--- config.mk ---
export PLATFORM = sky130hd
export DESIGN_NAME = bounded_set_with_compaction
export DESIGN_NICKNAME = d
export VERILOG_FILES = /design/src/hw/rtl/bswc_pkg.sv /design/src/hw/rtl/bswc_cell.sv /design/src/hw/rtl/bounded_set_with_compaction.sv
export SDC_FILE = /design/constraint.sdc
export NUM_CORES = 1
export LEC_CHECK = 0
export BUFFER_PORTS_ARGS = -buffer_cell sky130_fd_sc_hd__buf_2
export CAP_MARGIN = 20
export CORE_UTILIZATION = 35
export CTS_BUF_LIST = sky130_fd_sc_hd__clkbuf_8
export DETAILED_ROUTE_END_ITERATION = 10
export PLACE_DENSITY_LB_ADDON = 0.3
export SLEW_MARGIN = 30
export SYNTH_ARGS = -nofsm -noshare
export SYNTH_HDL_FRONTEND = slang
export SYNTH_SLANG_ARGS = --single-unit
--- constraint.sdc ---
create_clock -name clk -period 9.7 [get_ports clk]
set_input_delay 0 -clock clk [delete_from_list [all_inputs] [get_ports clk]]
set_output_delay 0 -clock clk [all_outputs]
set_load 0.05 [all_outputs]
--- src/hw/rtl/bswc_pkg.sv ---
// Shared types and constants for the bounded set with compaction.
package bswc_pkg;

  localparam int CAPACITY_DEF      = 16;
  localparam int ELEMENT_WIDTH_DEF = 32;

  localparam int FUNC_W   = 2;
  localparam int ELEM_W   = 32;
  localparam int INDEX_W  = 4;
  localparam int STATUS_W = 3;
  localparam int COUNT_W  = 5;

  typedef enum logic [FUNC_W-1:0] {
    FUNC_ADD    = 2'd0,
    FUNC_REMOVE = 2'd1,
    FUNC_MEMBER = 2'd2,
    FUNC_READ   = 2'd3
  } func_t;

  typedef enum logic [STATUS_W-1:0] {
    ST_OK        = 3'd0,
    ST_FULL      = 3'd1,
    ST_DUP       = 3'd2,
    ST_NOT_FOUND = 3'd3,
    ST_RANGE     = 3'd4
  } status_t;

  // per-cell update strobes
  typedef struct packed {
    logic load;
    logic remove;
  } cell_ctl_t;

endpackage

--- src/hw/rtl/bswc_cell.sv ---
// One storage cell of the set: holds an entry, compares it, shifts on removal.
module bswc_cell #(
  parameter int ELEMENT_WIDTH = bswc_pkg::ELEMENT_WIDTH_DEF
) (
  input  logic                     clk,
  input  logic [ELEMENT_WIDTH-1:0] elem_i,
  input  logic [ELEMENT_WIDTH-1:0] next_i,
  input  logic                     valid_i,
  input  bswc_pkg::cell_ctl_t      ctl_i,
  input  logic                     prefix_i,
  output logic [ELEMENT_WIDTH-1:0] value_o,
  output logic                     match_o,
  output logic                     prefix_o
);
  import bswc_pkg::*;

  logic [ELEMENT_WIDTH-1:0] value_r;
  logic [ELEMENT_WIDTH-1:0] value_nxt;

  assign match_o  = valid_i && (value_r == elem_i);
  // a match here or in any earlier cell means this cell takes its neighbor
  assign prefix_o = prefix_i | match_o;
  assign value_o  = value_r;

  always_comb begin
    value_nxt = value_r;
    if (ctl_i.load) begin
      value_nxt = elem_i;
    end else if (ctl_i.remove && prefix_o) begin
      value_nxt = next_i;
    end
  end

  always_ff @(posedge clk) begin
    value_r <= value_nxt;
  end

endmodule

--- src/hw/rtl/bounded_set_with_compaction.sv ---
// Top level of the bounded set with compaction.
//
// Keeps up to CAPACITY distinct signed values, packed in insertion order in a
// row of register cells. Each input item (in_func, in_element, in_index) is
// an add, remove, membership query or indexed read. Every item gives exactly
// one result item: out_status, out_was_member, out_entry_count, out_read_value.
// All cells compare against the element in parallel; a remove shifts every
// cell at or after the match down by one, each taking its neighbor's value
// at the edge that accepts the item. That edge also loads the item's result
// into the output register, and the result is offered from the next cycle on.
// Throughput is one item per cycle while the receiver does not stall.
// Both channels hand items over on valid high and stall low. When the
// receiver stalls a held result, in_stall rises and no new item is taken
// until that result leaves. Synchronous active-low reset empties the set and
// clears out_valid; stored values are not cleared, since slots beyond the
// count are never read.
module bounded_set_with_compaction #(
  parameter int CAPACITY      = bswc_pkg::CAPACITY_DEF,
  parameter int ELEMENT_WIDTH = bswc_pkg::ELEMENT_WIDTH_DEF
) (
  input  logic                                clk,
  input  logic                                rst_n,
  input  logic                                in_valid,
  output logic                                in_stall,
  input  logic [bswc_pkg::FUNC_W-1:0]         in_func,
  input  logic signed [bswc_pkg::ELEM_W-1:0]  in_element,
  input  logic [bswc_pkg::INDEX_W-1:0]        in_index,
  output logic                                out_valid,
  input  logic                                out_stall,
  output logic [bswc_pkg::STATUS_W-1:0]       out_status,
  output logic                                out_was_member,
  output logic [bswc_pkg::COUNT_W-1:0]        out_entry_count,
  output logic signed [bswc_pkg::ELEM_W-1:0]  out_read_value
);
  import bswc_pkg::*;

  localparam int CNT_W = $clog2(CAPACITY + 1);
  localparam int CMP_W = (CNT_W > INDEX_W) ? CNT_W : INDEX_W;

  logic [CNT_W-1:0] count_r;
  logic [CNT_W-1:0] count_nxt;
  logic             out_valid_r;
  logic             out_valid_nxt;
  status_t          status_r;
  logic             member_r;
  logic [COUNT_W-1:0] entry_count_r;
  logic signed [ELEM_W-1:0] read_value_r;

  logic accept;
  func_t func;
  logic signed [63:0] elem_ext;
  logic [ELEMENT_WIDTH-1:0] elem;

  logic [ELEMENT_WIDTH-1:0] cell_val [CAPACITY];
  logic [CAPACITY-1:0]      cell_match;
  logic [CAPACITY:0]        prefix;
  logic [CAPACITY-1:0]      cell_valid;
  cell_ctl_t                cell_ctl [CAPACITY];

  logic    member;
  logic    full;
  logic    add_ok;
  logic    remove_ok;
  logic    idx_ok;
  status_t status;
  logic [CMP_W-1:0] idx_ext;
  logic signed [ELEMENT_WIDTH-1:0] rd_sel;
  logic signed [63:0] rd_ext;
  logic signed [ELEM_W-1:0] read_value;

  assign accept   = in_valid && !in_stall;
  assign in_stall = out_valid_r && out_stall;
  assign func     = func_t'(in_func);
  assign elem_ext = 64'(in_element);
  assign elem     = elem_ext[ELEMENT_WIDTH-1:0];

  assign prefix[0] = 1'b0;

  for (genvar i = 0; i < CAPACITY; i++) begin : g_cell
    logic [ELEMENT_WIDTH-1:0] next_val;

    if (i == CAPACITY - 1) begin : g_last
      assign next_val = cell_val[i];
    end else begin : g_mid
      assign next_val = cell_val[i+1];
    end

    assign cell_valid[i]      = CNT_W'(i) < count_r;
    assign cell_ctl[i].load   = add_ok && (count_r == CNT_W'(i));
    assign cell_ctl[i].remove = remove_ok;

    bswc_cell #(
      .ELEMENT_WIDTH(ELEMENT_WIDTH)
    ) u_cell (
      .clk     (clk),
      .elem_i  (elem),
      .next_i  (next_val),
      .valid_i (cell_valid[i]),
      .ctl_i   (cell_ctl[i]),
      .prefix_i(prefix[i]),
      .value_o (cell_val[i]),
      .match_o (cell_match[i]),
      .prefix_o(prefix[i+1])
    );
  end

  assign member    = |cell_match;
  assign full      = (count_r == CNT_W'(CAPACITY));
  assign add_ok    = accept && (func == FUNC_ADD) && !full && !member;
  assign remove_ok = accept && (func == FUNC_REMOVE) && member;

  assign idx_ext = CMP_W'(in_index);
  assign idx_ok  = (idx_ext < CMP_W'(count_r)) && (idx_ext < CMP_W'(CAPACITY));

  always_comb begin
    rd_sel = '0;
    for (int i = 0; i < CAPACITY; i++) begin
      if (idx_ext == CMP_W'(i)) begin
        rd_sel = cell_val[i];
      end
    end
  end

  assign rd_ext = 64'(rd_sel);

  always_comb begin
    status     = ST_OK;
    read_value = '0;
    count_nxt  = count_r;
    unique case (func)
      FUNC_ADD: begin
        if (full) begin
          status = ST_FULL;
        end else if (member) begin
          status = ST_DUP;
        end else begin
          count_nxt = count_r + CNT_W'(1);
        end
      end
      FUNC_REMOVE: begin
        if (!member) begin
          status = ST_NOT_FOUND;
        end else begin
          count_nxt = count_r - CNT_W'(1);
        end
      end
      FUNC_MEMBER: begin
      end
      FUNC_READ: begin
        if (!idx_ok) begin
          status = ST_RANGE;
        end else begin
          read_value = rd_ext[ELEM_W-1:0];
        end
      end
      default: begin
      end
    endcase
  end

  assign out_valid_nxt = accept || (out_valid_r && out_stall);

  always_ff @(posedge clk) begin
    if (!rst_n) begin
      count_r     <= '0;
      out_valid_r <= 1'b0;
    end else begin
      out_valid_r <= out_valid_nxt;
      if (accept) begin
        count_r <= count_nxt;
      end
    end
  end

  // hold the result while the receiver stalls
  always_ff @(posedge clk) begin
    if (accept) begin
      status_r      <= status;
      member_r      <= member;
      entry_count_r <= COUNT_W'(count_nxt);
      read_value_r  <= read_value;
    end
  end

  assign out_valid       = out_valid_r;
  assign out_status      = status_r;
  assign out_was_member  = member_r;
  assign out_entry_count = entry_count_r;
  assign out_read_value  = read_value_r;

endmodule
# Word level (Yosys, flattened, before mapping)
# Cells that the tools add are included.
# W data, S select, Z words.
# totals
ff_bits,559
inputBits,42
output_inout_bits,43
wordCells,239
# op_classes
addsub,2
order_cmp,18
eq_ne,49
muxes,55
bitwise,14
reduce_logical,79
# op_table
cell,n
$mux W32,46
$eq A32 B32 Y1,16
$logic_and A1 B1 Y1,55
$eq A5 B4 Y1 const B,8
$lt A4 B5 Y1 const A,8
$eq A4 B4 Y1 const B,8
$reduce_bool A2 Y1,15
$eq A5 B3 Y1 const B,4
$lt A3 B5 Y1 const A,4
$eq A4 B3 Y1 const B,4
$reduce_or A16 Y1,1
$mux W5,3
$or A1 B1 Y1,14
$eq A5 B2 Y1 const B,2
$logic_not A5 Y1,2
$lt A1 B5 Y1 const A,2
$lt A2 B5 Y1 const A,2
$pmux W5 S2,1
$pmux W3 S3,1
$eq A4 B2 Y1 const B,2
$mux W2,3
$add A5 B1 Y5 const B,1
$eq A5 B1 Y1 const B,1
$eq A5 B5 Y1 const B,1
11 further kinds,13

# Logic depth before layout (Yosys ltp)
# depth
word_depth,19
ltp_mapped,17
depth_no_buf,10

# By module
# Synthesis repeated with hierarchy kept, for this count alone.
# hier_totals
hier_cells,2802
hier_area_um2,34929.8
# by_module_without_submodules
mod,n_inst,cells_per_inst,area_each_um2,seq_area_each_um2
bswc_cell,16,119,1740.4,960.9
bounded_set_with_compaction,1,898,7083.0,1351.3

# Worst setup path after synthesis
# Ideal clock, no wire load.
# synth_path
path_kind,register to register
startpoint,register count_r[1]
endpoint,register g_cell[0].u_cell.value_r[0] (enable)
setup_time_ps,472
arrival_ps,4648
t_required_ps,9228
path_slack_ps,4580
stages_incl_launch_ff,12
n_path_buf,2
period_less_slack_ps,5120
cell_sequence,dfxtp_1 buf_2 inv_1 ha_1 o21ai_0 and4_1 or3_4 nor3_4 and2_4 buf_6 nand2_1 o32ai_1
# synth_via
elab_chain_cells,7
word_cells_on_any_way,43
classes_between,order compare: 16; eq/ne: 1; reduce/logical: 26
# synth_rtl
item,line_no,text
start: declaration,bounded_set_with_compaction.sv:40,logic [CNT_W-1:0] count_r;
start signal: assignment,bounded_set_with_compaction.sv:170,count_r <= count_nxt;
$lt A1 B5 Y1 (tied with other cells),bounded_set_with_compaction.sv:88,assign cell_valid[i] = CNT_W'(i) < count_r;
$logic_and A1 B1 Y1,bswc_cell.sv:20,assign match_o = valid_i && (value_r == elem_i);
$reduce_or A16 Y1,bounded_set_with_compaction.sv:107,assign member = |cell_match;
$logic_not A1 Y1,--,
$logic_and A1 B1 Y1,bounded_set_with_compaction.sv:109,assign add_ok = accept && (func == FUNC_ADD) && !full && !member;
$logic_and A1 B1 Y1,bounded_set_with_compaction.sv:89,assign cell_ctl[i].load = add_ok && (count_r == CNT_W'(i));
$reduce_bool A2 Y1 (no line) *,--,
end signal: assignment,bswc_cell.sv:35,value_r <= value_nxt;
end: declaration,bswc_cell.sv:17,logic [ELEMENT_WIDTH-1:0] value_r;
# Mark *: on every way between the ends. The rest lies on a longest branch, timed or not.
# A chain may end at the register's enable or synchronous reset.

# Worst setup path in the final report
# layout_path
startpoint,register count_r[4]
endpoint,register g_cell[3].u_cell.value_r[6] (enable)
# layout_via
elab_chain_cells,7
word_cells_on_any_way,46
classes_between,order compare: 16; eq/ne: 2; bitwise: 3; reduce/logical: 25
# layout_rtl
item,line_no
$lt A1 B5 Y1 (tied with other cells),bounded_set_with_compaction.sv:88
$logic_and A1 B1 Y1,bswc_cell.sv:20
$reduce_or A16 Y1 or $or A1 B1 Y1 (tied branches),"bounded_set_with_compaction.sv:107, bswc_cell.sv:22"
$logic_not A1 Y1 or $or A1 B1 Y1 (tied branches),--
$logic_and A1 B1 Y1 or $or A1 B1 Y1 (tied branches),"bounded_set_with_compaction.sv:109, bswc_cell.sv:22"
$logic_and A1 B1 Y1 (on tied branches),"bounded_set_with_compaction.sv:89, bswc_cell.sv:29"
$reduce_bool A2 Y1 (no line) *,--
end signal: assignment,bswc_cell.sv:35
end: declaration,bswc_cell.sv:17
# Marked as above.

==> flow_summary.json <==
{
  "status": "finished, violations left",
  "failed_checks": "DRC",
  "critical_path.max_stage_delay_ns": 0.84,
  "drive_gt1_share_pct": 28.6,
  "ys_seq_area_share_pct": 48.7,
  "setup_viol": 0,
  "syn-num-nets": 2839,
  "synth_top_family_by_area": "multiplexers",
  "synthCells": 2789,
  "finalCritPeriodShare_pct": 57.2,
  "mostFrequentLayoutCells": "edfxtp_1 (553), mux2_2 (437), xor2_1 (307)",
  "p_leak_nw": 13.0,
  "avgViaCountPerCell": 6.06,
  "synth_area_per_cell_um2": 12.3,
  "cts_sinks": 559,
  "synth_edf_count": 553,
  "finalHoldViolCount": 0,
  "grt-ovfl-total": 0,
  "min_period_ns": 5.55,
  "finClkSkew_ns": 0.0522,
  "fin_nets": 2893,
  "timing.fmax_mhz": 180,
  "coreArea_um2": 97000,
  "start_util_pct": 35.4,
  "cts.path.max_buffers": 3,
  "gp_congestion": 0.963,
  "root_buffer": "clkbuf_8",
  "grt.total_usage_pct": 26.6,
  "drtIter0Drc": 3842,
  "netlist_area_um2": 34300,
  "synth_fa_ha_area_share_pct": 0.291,
  "critPathKind": "flop to flop",
  "hold_path.class": "input port to flop",
  "grt_pass1_wl_um": 189000,
  "post_cts_resized": 0,
  "drtAntennaViolNets": 0,
  "drt_wl_total_um": 135000,
  "multi_input_area_um2": 16400,
  "cts_inserted_buffers": 99,
  "maxSlewViolCount": 0,
  "muxShareOfSynthArea_pct": 19.0,
  "power.density_nw_per_um2": 141,
  "worst_setup_path_start_kind": "flop",
  "worstPathCellList": "nor2_1 > o21ai_0 > nand3_1 > or4_1 > nand3_2 > nor3_4 > and2_4 > nor2b_4 > and4_4 > a41o_1 > buf_4",
  "grt_max_degree": 72,
  "synth_seq_cells": 559,
  "cpMaxStageDelayCell": "nor2_1",
  "dr.pass1.iters": 8,
  "crit_path_end_kind": "flop",
  "htreeDepth": 3,
  "synth_cell_type_count": 75,
  "drc": 14,
  "ys_warn_count": 0,
  "synthSimpleGateAreaFrac_pct": 7.34,
  "crit_required_ns": 10.06,
  "min_from": "rst_n",
  "area_growth_pct": 11.2,
  "hpwl_um": 94400,
  "postCtsSetupBuffers": 0,
  "die_area_um2": 99400,
  "worstReg2RegStart": "count_r[4]",
  "critPathLaunch": "count_r[4]",
  "wl_per_cell_um": 32.1,
  "io_pins": 85,
  "die_w_um": 315,
  "crit_arrival_ns": 5.91,
  "seq_area_um2": 16700,
  "path_delay_family": "simple AND/OR/NAND/NOR gates",
  "vdd_ir_drop_max_mv": 0.104,
  "maxCapViolCount": 0,
  "fp.dieH_um": 315,
  "num_rows": 114,
  "fill_cells": 9278,
  "insertion_delay_ns": 0.76,
  "crit_buf_inv": 1,
  "rsz0062_at_grt": "false",
  "async_flop_share_pct": 0,
  "synth_compound_area_share_pct": 7.43,
  "setup_tns_ns": 0,
  "synthXorXnorAreaFrac_pct": 13.1,
  "num_vias": 25448,
  "clk_pin_slew_ns": 0.06,
  "cts_tree": "built",
  "grt_pass1_vias": 24599,
  "power.total_w": 0.00538,
  "cp_max_fo": 33,
  "relSlewSlack_pct": 32.4,
  "hold_buffers": 42,
  "synth_ff_type": "edfxtp_1",
  "final_common_cell": "edfxtp_1",
  "grt_antenna_before_repair": 4,
  "worst_pin_slew_ns": 1.01,
  "portBuffers": 84
}
## area by class of cell
| class | count | area share, % |
|---|---|---|
| sequential | 559 | 43.8 |
| antenna | 3 | 0.0197 |
| clock inverter | 76 | 0.960 |
| timing repair buffer | 212 | 4.24 |
| tap | 1276 | 4.18 |
| multi-input combinational | 1960 | 42.9 |
| clock buffer | 105 | 3.78 |
| inverter | 11 | 0.115 |
## flip-flops by register name, indices dropped and copies added, names as in the netlist
name	count
out_was_member	1
out_valid	1
count_r	5
g_cell.u_cell.value_o	512
out_entry_count	5
out_read_value	32
out_status	3
## Yosys cell counts, drive strengths merged (13+ instances only)
library cell	n	area share, %
a211oi	13	0.28
a21oi	154	2.2
a22oi	48	1.0
buf	159	2.9
clkbuf	100	1.1
edfxtp	553	48
mux2	503	17
mux2i	40	1.2
nand2	92	1.0
nand3	46	0.68
nand4	74	1.4
nor2	91	0.99
nor3	39	0.63
nor4	77	1.4
o21ai	73	1.1
o221ai	20	0.51
o22ai	25	0.46
xnor2	208	5.3
xor2	307	7.8
## cell families (layout without fill, tap and decap cells)
group | count (synthesis) | in the layout
buffers and inverters | 270 | 404
AND/OR/NAND/NOR | 476 | 476
flip-flops | 559 | 559
other | 0 | 3
adder cells (fa/ha/maj) | 8 | 8
XOR/XNOR | 515 | 515
AO/OA/AOI/OAI | 407 | 407
multiplexers | 554 | 554
## final timing paths
| kind | endpoint | slack, ns | cells past startpoint |
|---|---|---|---|
| max reg2reg | g_cell[3].u_cell.value_o[6] | 4.15 | 11 |
| min | count_r[0] | 0.17 | 4 |
| max | g_cell[3].u_cell.value_o[6] | 4.15 | 11 |
| min reg2reg | count_r[0] | 0.58 | 2 |
## per-layer routing
layer / vias to the layer above / global-route usage [%] / routed length, um
met3: 293 / 5.03 / 14300
li1: 10580 / - / -
met5: - / 0 / 90
met1: 12862 / 37.4 / 55400
met2: 1711 / 40.0 / 59200
met4: 2 / 10.6 / 5800
## metrics by stage
stage | util [%] | area [um2] | std cells | hold slack (ns) | setup slack, ns
after floorplan | - | 34300 | 2789 | 0.0989 | 4.58
after global placement | 36.9 | 35800 | 3969 | 0.225 | 3.79
after detailed placement | 37.0 | 35900 | 3975 | 0.239 | 4.35
after CTS | 39.3 | 38200 | 4198 | 0.130 | 4.30
after global routing | 39.4 | 38200 | 4200 | 0.189 | 4.07
final | 39.4 | 38200 | 4202 | 0.166 | 4.15
## report_power, final
part / switching (W) / internal, W / total [W]
clock network: 0.00108 / 0.00105 / 0.00213
registers: 0.00000958 / 0.00264 / 0.00265
logic: 0.000431 / 0.000167 / 0.000599
## tightest hold or removal path, cell delays in order
cell and delay [ns]:
dlygate4sd3_1 0.53, buf_2 0.18, nand2_1 0.08, mux2i_1 0.06
Note: power is estimated with default switching activity, not from simulation.
